===== config.mk =====
export PLATFORM = sky130hd
export DESIGN_NAME = ffa_ram
export DESIGN_NICKNAME = d
export VERILOG_FILES = /design/src/hdl/ffa_ram.sv
export SDC_FILE = /design/constraint.sdc
export NUM_CORES = 1
export LEC_CHECK = 0
export BUFFER_PORTS_ARGS = -buffer_cell sky130_fd_sc_hd__buf_2
export CORE_ASPECT_RATIO = 0.5
export CORE_MARGIN = 3
export CORE_UTILIZATION = 65
export DETAILED_ROUTE_END_ITERATION = 6
export GPL_TIMING_DRIVEN = 0
export PLACE_DENSITY = 0.84
export SLEW_MARGIN = 15
export SYNTH_ARGS = -nofsm -noshare
export SYNTH_HDL_FRONTEND = slang
export SYNTH_SLANG_ARGS = --single-unit

===== constraint.sdc =====
create_clock -name clk -period 4.8 [get_ports clk]
set_clock_uncertainty 0.15 [all_clocks]
set_input_delay 0.24 -clock clk [delete_from_list [all_inputs] [get_ports clk]]
set_output_delay 0.24 -clock clk [all_outputs]
set_load 0.03 [all_outputs]

===== src/hdl/ffa_ram.sv =====
// Generic simple dual-port RAM: one write port, one registered read port.
module ffa_ram #(
  parameter int WIDTH = 8,
  parameter int DEPTH = 16
) (
  input  logic                     clk,
  input  logic                     wr_en,
  input  logic [$clog2(DEPTH)-1:0] wr_addr,
  input  logic [WIDTH-1:0]         wr_data,
  input  logic [$clog2(DEPTH)-1:0] rd_addr,
  output logic [WIDTH-1:0]         rd_data
);

  logic [WIDTH-1:0] mem [DEPTH];

  always_ff @(posedge clk) begin
    if (wr_en) begin
      mem[wr_addr] <= wr_data;
    end
    rd_data <= mem[rd_addr];
  end

endmodule


==> impl_results.md <==
- Vias in the first global route: 2477
- Max Slew Vio Count: 0
- Worst-Margin Slew: 0.951 ns
- Synth top area share: 74.7%
- Sequential power share: 48.8%
- Period utilization: 35.8%
- Setup crit start kind: primary input
- Unrepaired setup endpoints after global routing: false
- Critical Path Fanout Max: 8
- FILL cells: 344
- Grt ovf: 0
- Internal power: 2180 uW
- Insertion delay to the later sink of the worst-skew pair: 0.42 ns
- Setup Crit Path Kind: primary input to register
- Number of port buffers: 24
- EDFF count, synth: 128
- Core area: 7510 um^2
- Net Sw Power: 556 uW
- Clk sink count: 136
- Total GRT Usage: 26.5%
- Util after Layout: 79.8%
- DRC: 0
- Row Count: 22
- FF+latch count, synth: 136
- Diode count: 0
- Top post-synthesis cells by count: edfxtp_1, mux4_2, a22oi_1, mux4_1, nor2_1
- Area Growth Syn to Fin: 16.5%
- Die area: 9090 um^2
- Pin count of the biggest net entering global routing: 17
- Ys async rst share: 0%
- Status: finished clean
- Final Hold Viols: 0
- Top FF cell, synth: edfxtp_1
- H-tree levels: 4
- Worst Hold Class: primary input to register
- Via count: 2577
- Most common cell in the netlist: edfxtp_1
- Top cells by area, synth: edfxtp_1, mux4_2, mux4_1
- Post-route ant nets: 0
- Die Y-Extent: 68.9 um
- WP data required: 4.69 ns
- TritonCTS clock tree: yes
- Net Sw Frac: 20.3%
- Nets: 291
- Routed wire per std cell: 27.9 um
- Cell variety after synth: 19
- Antenna violations before repair: 0
- Setup bufs post-CTS: 0
- Comb power frac: 5.2%
- Top cell type by total area after synthesis: edfxtp_1
- Pwr Density: 457 nW/um^2
- Critical Path Sink Type: register
- Dpl hpwl: 6200 um
- Clock Path Buffers: 2
- Die Wd: 132 um
- Min Tclk post-route: 1.72 ns
- Post-CTS resize count: 0
- Footprint of the multi-input gates: 1080 um^2
- Seq/Total Area, Yosys: 77.8%
- GPL Wtd Cong: 0.787
- Synth Cell Area: 5150 um^2
- Synthesized instance count: 229
- Max-cap viol count: 0
- CTS Root Cell: clkbuf_16
- Worst Path Arrival: 1.60 ns
- Drt pass-1 iters: 5
- CTS buffer count: 17
- Final setup fails: 0
- Overall routed net length: 11000 um
- Maximum VDD drop: 503 uV
- # IOs: 26
- Share of cells above drive strength 1: 29.4%
- Reg area: 4000 um^2
- Initial core utilization: 68.5%
- Cts hold-fix bufs: 0
- Leakage: 0.00203 uW
- Peak Freq: 582 MHz
- Global-route wire length before repair: 15900 um
- Drt via density: 6.54
- Synth warnings: 0
- Setup TNS: 0 ns
- Clock-pin slew on the worst setup and hold paths: 0.05 ns
- Clock power share: 46.0%
- Syn avg cell area: 22.5 um^2
- Worst rel slew slack: 36.4%
- Iteration-0 DRC Markers: 332
- Syn Nets: 247
[worst max-delay path, stage by stage]
cell and delay (ns):
buf_2 0.11, or3b_2 0.52, nor2_1 0.72
[per-layer routing]
layer	share of wire, %	GRT usage (%)	wire, um	vias to the layer above
met5	0	0	0	-
met4	2.4	13.4	267	0
met3	9.0	8.91	995	26
met2	49	42.3	5390	150
met1	40	34.0	4350	1334
li1	-	-	-	1067
[power by group through the flow]
stage	clock [uW]	sequential (uW)	combinational, uW
6_report	1260	1340	143
5_1_grt	1310	1340	152
4_1_cts	1260	1340	143
3_5_place_dp	0	1360	139
3_3_place_gp	0	1360	132
2_1_floorplan	0	1370	67.4
[state kept, by name, summed over array words and instances (netlist names)]
| name | flops |
|---|---|
| mem | 128 |
| rd_data | 8 |
[cell type report]
cell class	instances	share of cell area [%]
timing repair buffer	25	2.13
clock inverter	13	2.25
multi-input combinational	83	18.0
sequential	136	66.8
tap	108	2.25
clock buffer	19	7.22
buffer	10	1.44
[cells in the final DEF, fill, tap and decap left out, types with 2 or more instances in the layout]
cell / netlist / final
nand2_1: 9 / 9
clkbuf_1: 0 / 2
buf_6: 3 / 3
nand3b_1: 2 / 2
edfxtp_1: 128 / 128
a22oi_1: 16 / 16
mux4_2: 18 / 18
dfxtp_1: 8 / 8
clkbuf_16: 0 / 17
buf_2: 3 / 27
mux4_1: 14 / 14
clkinv_1: 0 / 4
nor2_1: 13 / 13
nor3_2: 0 / 4
nand2b_1: 2 / 2
clkinv_2: 0 / 6
clkdlybuf4s25_2: 3 / 3
buf_4: 1 / 2
bufinv_16: 0 / 3
[path summary, 6_finish.rpt]
path	end	slack (ns)	depth (start not counted)	start
min	mem[1][4]	0.07	1	wr_data[4]
max	mem[3][4]	3.08	3	wr_addr[2]
max reg2reg	rd_data[0]	3.19	3	mem[1][0]
min reg2reg	rd_data[5]	0.55	3	mem[4][5]
[cells by family (layout without fill, tap and decap cells)]
group	count (synthesis)	in the layout	synth area share (%)
simple gates	35	35	3.18
mux	32	32	15.0
compound gates	16	16	2.33
flops	136	136	77.8
buf+inv	10	67	1.68
[stage by stage]
step	std cells	cell area (um^2)	worst slack [ns]	hold WS, ns	total power (uW)
2_1_floorplan	229	5150	2.92	0.189	1440
3_3_place_gp	361	5400	2.32	0.470	1490
3_5_place_dp	362	5430	2.62	0.490	1500
4_1_cts	394	5990	3.01	0.0542	2740
5_1_grt	394	6000	3.01	0.0656	2800
6_report	394	6000	3.08	0.0713	2740
No activity file was read; power rests on OpenSTA's default activity.
